$ cat src/design/bzc_pkg.sv
// Shared types, constants and lookup tables for the back-EMF zero-cross commutator.
// No dependencies; every other file of the block imports this package.
`timescale 1ns / 1ps

package bzc_pkg;

  // Sizes.
  localparam int ADC_BITS   = 12;
  localparam int AVG_LEN    = 8;
  localparam int AVG_BITS   = (AVG_LEN > 1) ? $clog2(AVG_LEN) : 1;
  localparam int TICK_BITS  = 16;
  localparam int SUM_BITS   = TICK_BITS + $clog2(AVG_LEN);
  localparam int DIV_BITS   = 32;
  localparam int DCNT_BITS  = $clog2(DIV_BITS + 1);
  localparam int SC_BITS    = 8;
  localparam int PHASE_BITS = 3;
  localparam int HIST_BITS  = 6;
  localparam int STALL_BITS = 6;
  localparam int CFG_AW     = 2;

  // Configuration register indexes.
  typedef enum logic [CFG_AW-1:0] {
    CFG_BLANKING = 2'd0,
    CFG_REVERSE  = 2'd1,
    CFG_SPEED    = 2'd2
  } cfg_idx_t;

  // Reset values and limits.
  localparam logic [SC_BITS-1:0]     BLANK_RST    = 8'd1;
  localparam logic [DIV_BITS-1:0]    SPEED_RST    = 32'd4000000;
  localparam logic [SC_BITS-1:0]     SC_MAX       = 8'hFF;
  localparam logic [SC_BITS-1:0]     FAST_SAMPLES = 8'd6;
  localparam logic [STALL_BITS-1:0]  STALL_LIMIT  = 6'd50;
  localparam logic [TICK_BITS-2:0]   DELAY_OFFSET = 15'd100;
  localparam logic [TICK_BITS-1:0]   DELAY_TOP    = 16'hFFFF;
  localparam logic [PHASE_BITS-1:0]  PHASE_FIRST  = 3'd1;
  localparam logic [PHASE_BITS-1:0]  PHASE_LAST   = 3'd6;

  // Expected-edge tables, indexed by {reverse_dir, phase}.
  localparam logic [2:0] EDGE_MASK [16] = '{
    3'h0, 3'h4, 3'h2, 3'h1, 3'h4, 3'h2, 3'h1, 3'h0,
    3'h0, 3'h4, 3'h1, 3'h2, 3'h4, 3'h1, 3'h2, 3'h0};
  localparam logic EDGE_INV [16] = '{
    1'b0, 1'b0, 1'b1, 1'b0, 1'b1, 1'b0, 1'b1, 1'b0,
    1'b0, 1'b1, 1'b0, 1'b1, 1'b0, 1'b1, 1'b0, 1'b0};

  // Majority filter: next history for each history word with the new bit in bit 0.
  localparam logic [HIST_BITS-1:0] MAJ_ROM [64] = '{
    6'h00, 6'h02, 6'h04, 6'h06, 6'h08, 6'h0A, 6'h0C, 6'h0E,
    6'h10, 6'h12, 6'h14, 6'h16, 6'h18, 6'h1A, 6'h1C, 6'h1E,
    6'h20, 6'h22, 6'h24, 6'h26, 6'h28, 6'h2A, 6'h2C, 6'h2E,
    6'h01, 6'h01, 6'h01, 6'h36, 6'h01, 6'h3A, 6'h3C, 6'h3E,
    6'h00, 6'h02, 6'h04, 6'h06, 6'h08, 6'h0A, 6'h0C, 6'h0E,
    6'h01, 6'h01, 6'h01, 6'h16, 6'h01, 6'h1A, 6'h1C, 6'h1E,
    6'h01, 6'h01, 6'h01, 6'h26, 6'h01, 6'h2A, 6'h2C, 6'h2E,
    6'h01, 6'h01, 6'h01, 6'h36, 6'h01, 6'h3A, 6'h3C, 6'h3E};

  // Request to and response from the shared divider.
  typedef struct packed {
    logic                start;
    logic [DIV_BITS-1:0] num;
    logic [DIV_BITS-1:0] den;
  } div_req_t;

  typedef struct packed {
    logic                busy;
    logic                done;
    logic [DIV_BITS-1:0] quot;
  } div_rsp_t;

endpackage

$ cat src/design/bzc_if.sv
// Valid/ready channel interfaces for the sample input and the result output.
// Depends on bzc_pkg for field widths.
`timescale 1ns / 1ps

interface bzc_in_if import bzc_pkg::*; ();
  logic                  valid;
  logic                  ready;
  logic [ADC_BITS-1:0]   u_sample;
  logic [ADC_BITS-1:0]   v_sample;
  logic [ADC_BITS-1:0]   w_sample;
  logic [TICK_BITS-1:0]  elapsed_ticks;
  logic                  running;

  modport source (output valid, u_sample, v_sample, w_sample, elapsed_ticks, running,
                  input ready);
  modport sink   (input valid, u_sample, v_sample, w_sample, elapsed_ticks, running,
                  output ready);
endinterface

interface bzc_out_if import bzc_pkg::*; ();
  logic                   valid;
  logic                   ready;
  logic                   commutate;
  logic [PHASE_BITS-1:0]  phase_now;
  logic [TICK_BITS-1:0]   delay_reload;
  logic [TICK_BITS-1:0]   avg_ticks;
  logic [DIV_BITS-1:0]    speed_value;
  logic                   stall_shutdown;

  modport source (output valid, commutate, phase_now, delay_reload, avg_ticks, speed_value,
                  stall_shutdown, input ready);
  modport sink   (input valid, commutate, phase_now, delay_reload, avg_ticks, speed_value,
                  stall_shutdown, output ready);
endinterface

$ cat src/design/bzc_div.sv
// Shared restoring divider, one quotient bit per cycle.
// Depends on bzc_pkg; the caller never issues a zero divisor.
`timescale 1ns / 1ps

module bzc_div import bzc_pkg::*; (
  input  logic     clk,
  input  logic     rst_n,
  input  div_req_t req,
  output div_rsp_t rsp
);

  logic [DIV_BITS-1:0]  rem_r;
  logic [DIV_BITS-1:0]  quo_r;
  logic [DIV_BITS-1:0]  den_r;
  logic [DCNT_BITS-1:0] cnt_r;
  logic                 busy_r;
  logic                 done_r;
  logic [DIV_BITS:0]    rem_sh;
  logic [DIV_BITS:0]    diff;

  // Trial subtraction of the divisor from the shifted partial remainder.
  always_comb begin
    rem_sh = {rem_r, quo_r[DIV_BITS-1]};
    diff   = rem_sh - {1'b0, den_r};
  end

  // Control counts the iterations; the datapath shifts the dividend out and the quotient in.
  always_ff @(posedge clk) begin
    if (!rst_n) begin
      busy_r <= 1'b0;
      done_r <= 1'b0;
      cnt_r  <= '0;
    end else begin
      done_r <= 1'b0;
      if (req.start) begin
        busy_r <= 1'b1;
        cnt_r  <= DCNT_BITS'(DIV_BITS);
      end else if (busy_r) begin
        cnt_r <= cnt_r - 1'b1;
        if (cnt_r == DCNT_BITS'(1)) begin
          busy_r <= 1'b0;
          done_r <= 1'b1;
        end
      end
    end
  end

  always_ff @(posedge clk) begin
    if (req.start) begin
      rem_r <= '0;
      quo_r <= req.num;
      den_r <= req.den;
    end else if (busy_r) begin
      if (diff[DIV_BITS]) begin
        rem_r <= rem_sh[DIV_BITS-1:0];
        quo_r <= {quo_r[DIV_BITS-2:0], 1'b0};
      end else begin
        rem_r <= diff[DIV_BITS-1:0];
        quo_r <= {quo_r[DIV_BITS-2:0], 1'b1};
      end
    end
  end

  assign rsp.busy = busy_r;
  assign rsp.done = done_r;
  assign rsp.quot = quo_r;

endmodule

$ cat src/design/bzc_edge.sv
// Zero-cross classifier: compares each phase with the three-phase average,
// selects the expected edge and steps the majority filter. Depends on bzc_pkg.
`timescale 1ns / 1ps

module bzc_edge import bzc_pkg::*; (
  input  logic [ADC_BITS-1:0]   u_sample,
  input  logic [ADC_BITS-1:0]   v_sample,
  input  logic [ADC_BITS-1:0]   w_sample,
  input  logic [PHASE_BITS-1:0] phase,
  input  logic                  reverse_dir,
  input  logic [HIST_BITS-1:0]  hist,
  output logic [HIST_BITS-1:0]  hist_nxt
);

  localparam int SW = ADC_BITS + 2;

  logic [SW-1:0] sum;
  logic [SW-1:0] u3;
  logic [SW-1:0] v3;
  logic [SW-1:0] w3;
  logic [2:0]    st;
  logic [3:0]    idx;
  logic          hit;

  // A phase lies above floor(sum/3) exactly when three times its value exceeds the sum.
  always_comb begin
    sum = SW'(u_sample) + SW'(v_sample) + SW'(w_sample);
    u3  = SW'(u_sample) + {1'b0, u_sample, 1'b0};
    v3  = SW'(v_sample) + {1'b0, v_sample, 1'b0};
    w3  = SW'(w_sample) + {1'b0, w_sample, 1'b0};
    st  = {w3 > sum, v3 > sum, u3 > sum};
  end

  // Pick the expected edge for this step and feed it to the majority filter.
  always_comb begin
    idx      = {reverse_dir, phase};
    hit      = |((st ^ {3{EDGE_INV[idx]}}) & EDGE_MASK[idx]);
    hist_nxt = MAJ_ROM[{hist[HIST_BITS-1:1], hist[0] | hit}];
  end

endmodule

$ cat src/design/bemf_zero_cross_commutator_top.sv
// A sample accepted in S_IDLE passes through S_EVAL and, on a crossing with a nonzero speed
// divisor, through S_SPD while the shared divider runs; it then waits in S_DONE until the
// output register is free. A new sample is taken only after the last result has been loaded
// into the output register. The window average is a shift of the closing sum, not a division.
// Synchronous active-low reset restores phase 1, clears all history and held results and
// loads the register defaults; no clearing pass is needed.
`timescale 1ns / 1ps

module bemf_zero_cross_commutator_top import bzc_pkg::*; (
  input  logic              clk,
  input  logic              rst_n,
  bzc_in_if.sink            in_ch,
  bzc_out_if.source         out_ch,
  input  logic              cfg_we,
  input  logic [CFG_AW-1:0] cfg_addr,
  input  logic [DIV_BITS-1:0] cfg_wdata
);

  typedef enum logic [1:0] {S_IDLE, S_EVAL, S_SPD, S_DONE} state_t;

  state_t                 state_r;

  // Configuration registers.
  logic [SC_BITS-1:0]     blank_r;
  logic                   reverse_r;
  logic [DIV_BITS-1:0]    speed_factor_r;

  // Latched sample.
  logic [ADC_BITS-1:0]    u_r;
  logic [ADC_BITS-1:0]    v_r;
  logic [ADC_BITS-1:0]    w_r;
  logic [TICK_BITS-1:0]   ticks_r;
  logic                   running_r;

  // Commutation state.
  logic [PHASE_BITS-1:0]  phase_r;
  logic [SC_BITS-1:0]     sample_count_r;
  logic [HIST_BITS-1:0]   hist_r;
  logic [STALL_BITS-1:0]  stall_r;
  logic [SUM_BITS-1:0]    isum_r;
  logic [AVG_BITS-1:0]    icnt_r;
  logic [TICK_BITS-1:0]   avg_r;
  logic [TICK_BITS-1:0]   held_avg_r;
  logic [DIV_BITS-1:0]    held_speed_r;
  logic                   com_r;
  logic [TICK_BITS-1:0]   delay_r;

  // Output register.
  logic                   out_valid_r;
  logic                   out_com_r;
  logic [PHASE_BITS-1:0]  out_phase_r;
  logic [TICK_BITS-1:0]   out_delay_r;
  logic [TICK_BITS-1:0]   out_avg_r;
  logic [DIV_BITS-1:0]    out_speed_r;
  logic                   out_stall_r;

  logic [HIST_BITS-1:0]   hist_nxt;
  logic [SC_BITS-1:0]     sc_inc;
  logic                   detect;
  logic                   crossing;
  logic [TICK_BITS-2:0]   half;
  logic [TICK_BITS-1:0]   delay_nxt;
  logic [SUM_BITS-1:0]    sum_nxt;
  logic                   roll;
  logic [TICK_BITS-1:0]   avg_cand;
  logic [TICK_BITS-1:0]   divisor;
  logic                   spd_start;
  logic [STALL_BITS-1:0]  stall_nxt;
  logic [PHASE_BITS-1:0]  phase_nxt;
  div_req_t               div_req;
  div_rsp_t               div_rsp;

  bzc_edge u_edge (
    .u_sample    (u_r),
    .v_sample    (v_r),
    .w_sample    (w_r),
    .phase       (phase_r),
    .reverse_dir (reverse_r),
    .hist        (hist_r),
    .hist_nxt    (hist_nxt)
  );

  bzc_div u_div (
    .clk   (clk),
    .rst_n (rst_n),
    .req   (div_req),
    .rsp   (div_rsp)
  );

  // Crossing bookkeeping: delay reload, stall count, interval sum and next phase.
  always_comb begin
    sc_inc    = (sample_count_r != SC_MAX) ? sample_count_r + 1'b1 : sample_count_r;
    detect    = sample_count_r >= blank_r;
    crossing  = detect && hist_nxt[0];
    half      = ticks_r[TICK_BITS-1:1];
    delay_nxt = DELAY_TOP - {1'b0, (half > DELAY_OFFSET) ? half - DELAY_OFFSET : '0};
    sum_nxt   = isum_r + SUM_BITS'(ticks_r);
    roll      = icnt_r == AVG_BITS'(AVG_LEN - 1);
    phase_nxt = (phase_r >= PHASE_LAST) ? PHASE_FIRST : phase_r + 1'b1;
    if (sample_count_r <= FAST_SAMPLES && running_r) begin
      stall_nxt = (stall_r < STALL_LIMIT) ? stall_r + 1'b1 : stall_r;
    end else begin
      stall_nxt = '0;
    end
  end

  // The window average is a shift of the closing sum; the speed division uses the divider.
  always_comb begin
    avg_cand      = roll ? TICK_BITS'(sum_nxt / SUM_BITS'(AVG_LEN)) : avg_r;
    divisor       = (avg_cand != '0) ? avg_cand : ticks_r;
    spd_start     = (state_r == S_EVAL) && crossing && (divisor != '0);
    div_req.start = spd_start;
    div_req.num   = speed_factor_r;
    div_req.den   = DIV_BITS'(divisor);
  end

  // Configuration writes.
  always_ff @(posedge clk) begin
    if (!rst_n) begin
      blank_r        <= BLANK_RST;
      reverse_r      <= 1'b0;
      speed_factor_r <= SPEED_RST;
    end else if (cfg_we) begin
      unique case (cfg_addr)
        CFG_BLANKING: blank_r        <= cfg_wdata[SC_BITS-1:0];
        CFG_REVERSE:  reverse_r      <= cfg_wdata[0];
        CFG_SPEED:    speed_factor_r <= cfg_wdata;
        default: ;
      endcase
    end
  end

  // Sample latch.
  always_ff @(posedge clk) begin
    if (state_r == S_IDLE && in_ch.valid) begin
      u_r       <= in_ch.u_sample;
      v_r       <= in_ch.v_sample;
      w_r       <= in_ch.w_sample;
      ticks_r   <= in_ch.elapsed_ticks;
      running_r <= in_ch.running;
    end
  end

  // Sequencer with commutation state and the output register.
  always_ff @(posedge clk) begin
    if (!rst_n) begin
      state_r        <= S_IDLE;
      phase_r        <= PHASE_FIRST;
      sample_count_r <= '0;
      hist_r         <= '0;
      stall_r        <= '0;
      isum_r         <= '0;
      icnt_r         <= '0;
      avg_r          <= '0;
      held_avg_r     <= '0;
      held_speed_r   <= '0;
      com_r          <= 1'b0;
      delay_r        <= '0;
      out_valid_r    <= 1'b0;
    end else begin
      // A taken result clears the output unless a new one is loaded in the same cycle.
      if (out_valid_r && out_ch.ready && state_r != S_DONE) begin
        out_valid_r <= 1'b0;
      end
      unique case (state_r)
        S_IDLE: begin
          if (in_ch.valid) begin
            sample_count_r <= sc_inc;
            state_r        <= S_EVAL;
          end
        end
        S_EVAL: begin
          if (crossing) begin
            phase_r        <= phase_nxt;
            stall_r        <= stall_nxt;
            sample_count_r <= '0;
            hist_r         <= '0;
            com_r          <= 1'b1;
            delay_r        <= delay_nxt;
            if (roll) begin
              icnt_r <= '0;
              isum_r <= '0;
              avg_r  <= avg_cand;
            end else begin
              icnt_r <= icnt_r + 1'b1;
              isum_r <= sum_nxt;
            end
            if (divisor == '0) begin
              held_speed_r <= '1;
              state_r      <= S_DONE;
            end else begin
              state_r <= S_SPD;
            end
          end else begin
            com_r   <= 1'b0;
            delay_r <= '0;
            state_r <= S_DONE;
            if (detect) begin
              hist_r <= hist_nxt;
            end
          end
        end
        S_SPD: begin
          if (div_rsp.done) begin
            held_speed_r <= div_rsp.quot;
            state_r      <= S_DONE;
          end
        end
        S_DONE: begin
          if (!out_valid_r || out_ch.ready) begin
            out_valid_r <= 1'b1;
            out_com_r   <= com_r;
            out_phase_r <= phase_r;
            out_delay_r <= delay_r;
            out_avg_r   <= com_r ? avg_r : held_avg_r;
            out_speed_r <= held_speed_r;
            out_stall_r <= stall_r >= STALL_LIMIT;
            if (com_r) begin
              held_avg_r <= avg_r;
            end
            state_r <= S_IDLE;
          end
        end
        default: state_r <= S_IDLE;
      endcase
    end
  end

  assign in_ch.ready           = state_r == S_IDLE;
  assign out_ch.valid          = out_valid_r;
  assign out_ch.commutate      = out_com_r;
  assign out_ch.phase_now      = out_phase_r;
  assign out_ch.delay_reload   = out_delay_r;
  assign out_ch.avg_ticks      = out_avg_r;
  assign out_ch.speed_value    = out_speed_r;
  assign out_ch.stall_shutdown = out_stall_r;

  // The commutation step always stays within one to six.
  a_phase_range: assert property (@(posedge clk) disable iff (!rst_n)
    phase_r >= PHASE_FIRST && phase_r <= PHASE_LAST)
    else $error("commutation phase left its range");

  // The stall counter saturates at its limit.
  a_stall_sat: assert property (@(posedge clk) disable iff (!rst_n)
    stall_r <= STALL_LIMIT)
    else $error("stall count above limit");

  // A new transaction is only taken while the shared divider is free.
  a_div_idle: assert property (@(posedge clk) disable iff (!rst_n)
    in_ch.ready |-> !div_rsp.busy)
    else $error("input ready while divider busy");

  // A result without a commutation carries a zero delay reload.
  a_nocom_delay: assert property (@(posedge clk) disable iff (!rst_n)
    (out_ch.valid && !out_ch.commutate) |-> (out_ch.delay_reload == '0))
    else $error("delay reload set without commutation");

endmodule

$ cat src/flat_wrapper.sv
// flat-port wrapper written by rule: the top's interface ports become plain ports
module bemf_zero_cross_commutator_top_flat import bzc_pkg::*;
  (clk, rst_n, cfg_we, cfg_addr, cfg_wdata, in_ch_valid, in_ch_u_sample, in_ch_v_sample, in_ch_w_sample, in_ch_elapsed_ticks, in_ch_running, in_ch_ready, out_ch_valid, out_ch_commutate, out_ch_phase_now, out_ch_delay_reload, out_ch_avg_ticks, out_ch_speed_value, out_ch_stall_shutdown, out_ch_ready);
  bzc_in_if in_ch_i ();
  bzc_out_if out_ch_i ();
  input  logic clk;
  input  logic rst_n;
  input  logic cfg_we;
  input  logic [CFG_AW-1:0] cfg_addr;
  input  logic [DIV_BITS-1:0] cfg_wdata;
  input wire logic [$bits(in_ch_i.valid)-1:0] in_ch_valid;
  input wire logic [$bits(in_ch_i.u_sample)-1:0] in_ch_u_sample;
  input wire logic [$bits(in_ch_i.v_sample)-1:0] in_ch_v_sample;
  input wire logic [$bits(in_ch_i.w_sample)-1:0] in_ch_w_sample;
  input wire logic [$bits(in_ch_i.elapsed_ticks)-1:0] in_ch_elapsed_ticks;
  input wire logic [$bits(in_ch_i.running)-1:0] in_ch_running;
  output wire logic [$bits(in_ch_i.ready)-1:0] in_ch_ready;
  output wire logic [$bits(out_ch_i.valid)-1:0] out_ch_valid;
  output wire logic [$bits(out_ch_i.commutate)-1:0] out_ch_commutate;
  output wire logic [$bits(out_ch_i.phase_now)-1:0] out_ch_phase_now;
  output wire logic [$bits(out_ch_i.delay_reload)-1:0] out_ch_delay_reload;
  output wire logic [$bits(out_ch_i.avg_ticks)-1:0] out_ch_avg_ticks;
  output wire logic [$bits(out_ch_i.speed_value)-1:0] out_ch_speed_value;
  output wire logic [$bits(out_ch_i.stall_shutdown)-1:0] out_ch_stall_shutdown;
  input wire logic [$bits(out_ch_i.ready)-1:0] out_ch_ready;
  assign in_ch_i.valid = in_ch_valid;
  assign in_ch_i.u_sample = in_ch_u_sample;
  assign in_ch_i.v_sample = in_ch_v_sample;
  assign in_ch_i.w_sample = in_ch_w_sample;
  assign in_ch_i.elapsed_ticks = in_ch_elapsed_ticks;
  assign in_ch_i.running = in_ch_running;
  assign in_ch_ready = in_ch_i.ready;
  assign out_ch_valid = out_ch_i.valid;
  assign out_ch_commutate = out_ch_i.commutate;
  assign out_ch_phase_now = out_ch_i.phase_now;
  assign out_ch_delay_reload = out_ch_i.delay_reload;
  assign out_ch_avg_ticks = out_ch_i.avg_ticks;
  assign out_ch_speed_value = out_ch_i.speed_value;
  assign out_ch_stall_shutdown = out_ch_i.stall_shutdown;
  assign out_ch_i.ready = out_ch_ready;
  bemf_zero_cross_commutator_top u_core (.clk(clk), .rst_n(rst_n), .in_ch(in_ch_i), .out_ch(out_ch_i), .cfg_we(cfg_we), .cfg_addr(cfg_addr), .cfg_wdata(cfg_wdata));
endmodule
$ cat config.mk
export PLATFORM = sky130hd
export DESIGN_NAME = bemf_zero_cross_commutator_top_flat
export DESIGN_NICKNAME = d
export VERILOG_FILES = /design/src/design/bzc_pkg.sv /design/src/design/bzc_if.sv /design/src/design/bzc_div.sv /design/src/design/bzc_edge.sv /design/src/design/bemf_zero_cross_commutator_top.sv /design/src/flat_wrapper.sv
export SDC_FILE = /design/constraint.sdc
export NUM_CORES = 1
export LEC_CHECK = 0
export ABC_CLOCK_PERIOD_IN_PS = 7500
export BUFFER_PORTS_ARGS = -buffer_cell sky130_fd_sc_hd__buf_4
export CAP_MARGIN = 0
export CELL_PAD_IN_SITES_DETAIL_PLACEMENT = 0
export CELL_PAD_IN_SITES_GLOBAL_PLACEMENT = 2
export CORE_AREA = 2 2 230 232
export CTS_BUF_LIST = sky130_fd_sc_hd__clkbuf_4 sky130_fd_sc_hd__clkbuf_8
export DETAILED_ROUTE_END_ITERATION = 8
export DIE_AREA = 0 0 232 234
export HOLD_SLACK_MARGIN = 0.12
export PLACE_DENSITY = 0.79
export SYNTH_ARGS = -nofsm -noshare
export SYNTH_HDL_FRONTEND = slang
export SYNTH_SLANG_ARGS = --single-unit
export TNS_END_PERCENT = 10
$ cat constraint.sdc
create_clock -name clk -period 7.5 [get_ports clk]
set_input_delay 1.125 -clock clk [delete_from_list [all_inputs] [get_ports clk]]
set_output_delay 1.125 -clock clk [all_outputs]
set_load 0.05 [all_outputs]
==> results.yml <==
clock_tree:
  cts_made_buffers: 68
  clkTransAtPathRegs_ns: 0.06
  clk_path_buf_depth: 3
  cts_tree: "done"
  clk-insertion-delay-late_ns: 0.67
  hold_buffers: 0
  clockRootBuffer: "clkbuf_8"
  htreeDepth: 3
  clock_sinks: 378
logic_synthesis:
  async_flop_share_pct: 0
  synth_cell_types: 80
  synth_edf_count: 169
  synth_cells: 2057
  syn_area_per_cell_um2: 9.950
  ys_ff_latch: 378
  synthFlopType: "dfxtp_1"
  yosysWarnings: 0
  synth_nets: 2311
  ys_seq_area_share_pct: 45.24
  syn-cell-area_um2: 20470
layout:
  diodes: 0
  final_cell_mix: "209 x nand2_1, 208 x dfxtp_1, 182 x buf_4"
  nNetsFinal: 2480
  area_growth_pct: 17.05
  drive_above_1_share_pct: 18.42
  layout_commonest_cell: "nand2_1"
sta:
  tightest_slew_ns: 1.160
  setup_ws_ns: 0.3715
  post-route-period-util_pct: 95.05
  finalMaxSlewViolations: 0
  period_minus_slack_ns: 7.129
  finalSetupViolCount: 0
  fmax_mhz: 140.3
  hold_viol: 0
  final.setup_skew_ns: 0.04806
  relSlewSlack_pct: 22.19
pwr:
  max-vdd-ir-drop_mv: 0.1855
  fin_total_pwr_w: 0.007721
  pwr_density_cell_nw_per_um2: 322.3
  leakagePower_nw: 9.785
die:
  die-width_um: 232
  initial_core_util_pct: 39.34
  die_area_um2: 54290
  rows: 84
  num_io_pins: 163
  die_y_um: 234
  fp.coreArea_um2: 52020
detailed_routing:
  postRouteAntennaNets: 0
  avgRoutedWirePerCell_um: 17.63
  via_count: 15630
  drt_iter0_markers: 897
  drc: 0
  drt_wl_total_um: 52320
  viasPerCell: 5.265
  firstDrtPassIters: 5
run_status:
  status: "finished clean"
placement:
  pre_cts_ws_ns: 0.1193
  routabilityCongestion: 0.8564
  hpwl_um: 36710
  port_buffers: 162
worst_setup_path:
  critPathLaunchType: "flip-flop"
  reg2reg_depth: 27
  worst_ep_required_time_ns: 7.88
  worstSetupEndpointType: "flip-flop"
  path_max_fanout: 19
  crit_type: "reg -> reg"
  worstPathArrival_ns: 7.51
grt:
  grt_pass1_vias: 15060
  antenna_found_initial: 1
  grt-ovfl-total: 0
  grt_max_degree: 77
  grt_pass1_wl_um: 81100
  track_usage_pct: 18.97
min_path:
  holdPathStages: 0
  hold_class: "reg -> reg"
run:
  drv_cap: 0
## state kept, by name, summed over array words and instances, names as in the netlist, 12 cells and up
signal	flops
u_core.isum_r	19
u_core.out_ch.avg_ticks	16
u_core.ticks_r	16
u_core.speed_factor_r	32
u_core.u_div.quo_r	32
u_core.avg_r	16
u_core.w_r	12
u_core.held_speed_r	32
u_core.v_r	12
u_core.delay_r	16
u_core.held_avg_r	16
u_core.u_div.den_r	16
u_core.out_ch.speed_value	32
u_core.out_ch.delay_reload	16
u_core.u_div.rem_r	32
u_core.u_r	12
## per-layer routing
layer / global-route usage, % / up-vias / wire length [um]
met5: 0 / - / 0
met4: 7.272 / 0 / 1452
met3: 3.648 / 97 / 2651
met2: 30.75 / 349 / 23700
met1: 25.08 / 7346 / 24520
li1: - / 7835 / -
## kinds of logic after synthesis
family	count (synthesis)	synth area share, %
AND/OR/NAND/NOR	644	15.07
AO/OA/AOI/OAI	490	16.25
flip-flops	378	45.24
buffers and inverters	175	3.429
adder cells (fa/ha/maj)	163	10.21
multiplexers	106	5.484
XOR/XNOR	101	4.322
## synth_stat cells (all sizes together) (5+ instances only)
cell type,number,share of area [%]
a221o,9,0.44
nand2,209,3.8
and3,14,0.43
o31a,6,0.26
o21ai,81,2.0
a211oi,41,1.5
nor2,167,3.1
or4,6,0.22
mux2,49,2.7
a311oi,7,0.33
xor2,45,1.9
a21o,52,1.9
buf,23,0.64
nand2b,21,0.64
nand4b,5,0.21
ha,155,9.5
a21oi,152,3.7
nor3,35,0.90
o21bai,7,0.26
xnor2,56,2.4
o221a,34,1.9
a211o,9,0.39
o21a,15,0.55
clkbuf,66,1.2
nor4,14,0.43
a31oi,11,0.34
nand4,15,0.46
or3,20,0.61
mux2i,57,2.8
o211ai,16,0.59
inv,85,1.6
nand3b,14,0.51
a21boi,9,0.33
nor2b,34,1.0
dfxtp,209,20
nand3,31,0.76
or2,43,1.3
fa,7,0.68
edfxtp,169,25
## metrics by stage
| stage | utilization [%] | std cells | TNS [ns] | cell area (um2) | hold slack (ns) |
|---|---|---|---|---|---|
| 2_1_floorplan | - | 2057 | 0 | 20470 | 0.4007 |
| 3_3_place_gp | 43.06 | 2839 | 0 | 22400 | 0.4081 |
| 3_5_place_dp | 43.06 | 2839 | 0 | 22400 | 0.4081 |
| 4_1_cts | 45.79 | 2963 | 0 | 23820 | 0.4164 |
| 5_1_grt | 46.05 | 2968 | -0.02276 | 23960 | 0.4342 |
| 6_report | 46.05 | 2968 | 0 | 23960 | 0.4143 |
## worst paths after layout
| kind | slack [ns] | startpoint | to |
|---|---|---|---|
| setup / recovery | 0.37 | u_core.u_r[2]$_DFFE_PP_ | u_core.u_div.quo_r[26]$_DFFE_PP_ |
| hold / removal | 0.41 | u_core.held_speed_r[28]$_SDFFE_PN0P_ | u_core.out_ch.speed_value[28]$_DFFE_PP_ |
| setup reg to reg | 0.37 | u_core.u_r[2]$_DFFE_PP_ | u_core.u_div.quo_r[26]$_DFFE_PP_ |
| hold reg to reg | 0.41 | u_core.held_speed_r[28]$_SDFFE_PN0P_ | u_core.out_ch.speed_value[28]$_DFFE_PP_ |
## critical path: stages (launching register included)
cell	delay, ns
edfxtp_1	0.48
ha_1	0.38
nor2b_1	0.15
o31a_1	0.27
o31a_1	0.30
a21oi_2	0.15
ha_1	0.29
a211o_1	0.34
or2_0	0.21
o22a_1	0.22
a21o_1	0.21
a21oi_2	0.17
xor2_2	0.27
ha_1	0.20
and3_1	0.14
nand3_1	0.08
or4_1	0.56
a21oi_1	0.13
o21ai_0	0.09
a32oi_1	0.28
a21oi_1	0.11
and4bb_2	0.38
a31oi_2	0.18
or3_4	0.43
a21oi_4	0.14
buf_12	0.15
buf_8	0.18
mux2_1	0.35
## repair_timing
item	CTS	global route
resized for setup	0	16
buffers inserted	0	4
setup endpoints to repair	0	179
## where the power goes
part           internal (W)  switching (W)  total [W]
registers           0.00228       0.000122    0.00240
clock network       0.00114       0.000880    0.00202
logic               0.00137        0.00193    0.00330
total               0.00478        0.00294    0.00772
## layout make-up
cell class                      instances  area (um2)
Sequential cell                       378        9260
Multi-Input combinational cell       1504       10610
Clock inverter                         22       167.7
Timing Repair Buffer                  188        1478
Fill cell                            4887       28070
Tap cell                              688       860.8
Clock buffer                          102        1254
Inverter                               86       324.1
No activity file was read; power rests on OpenSTA's default activity.
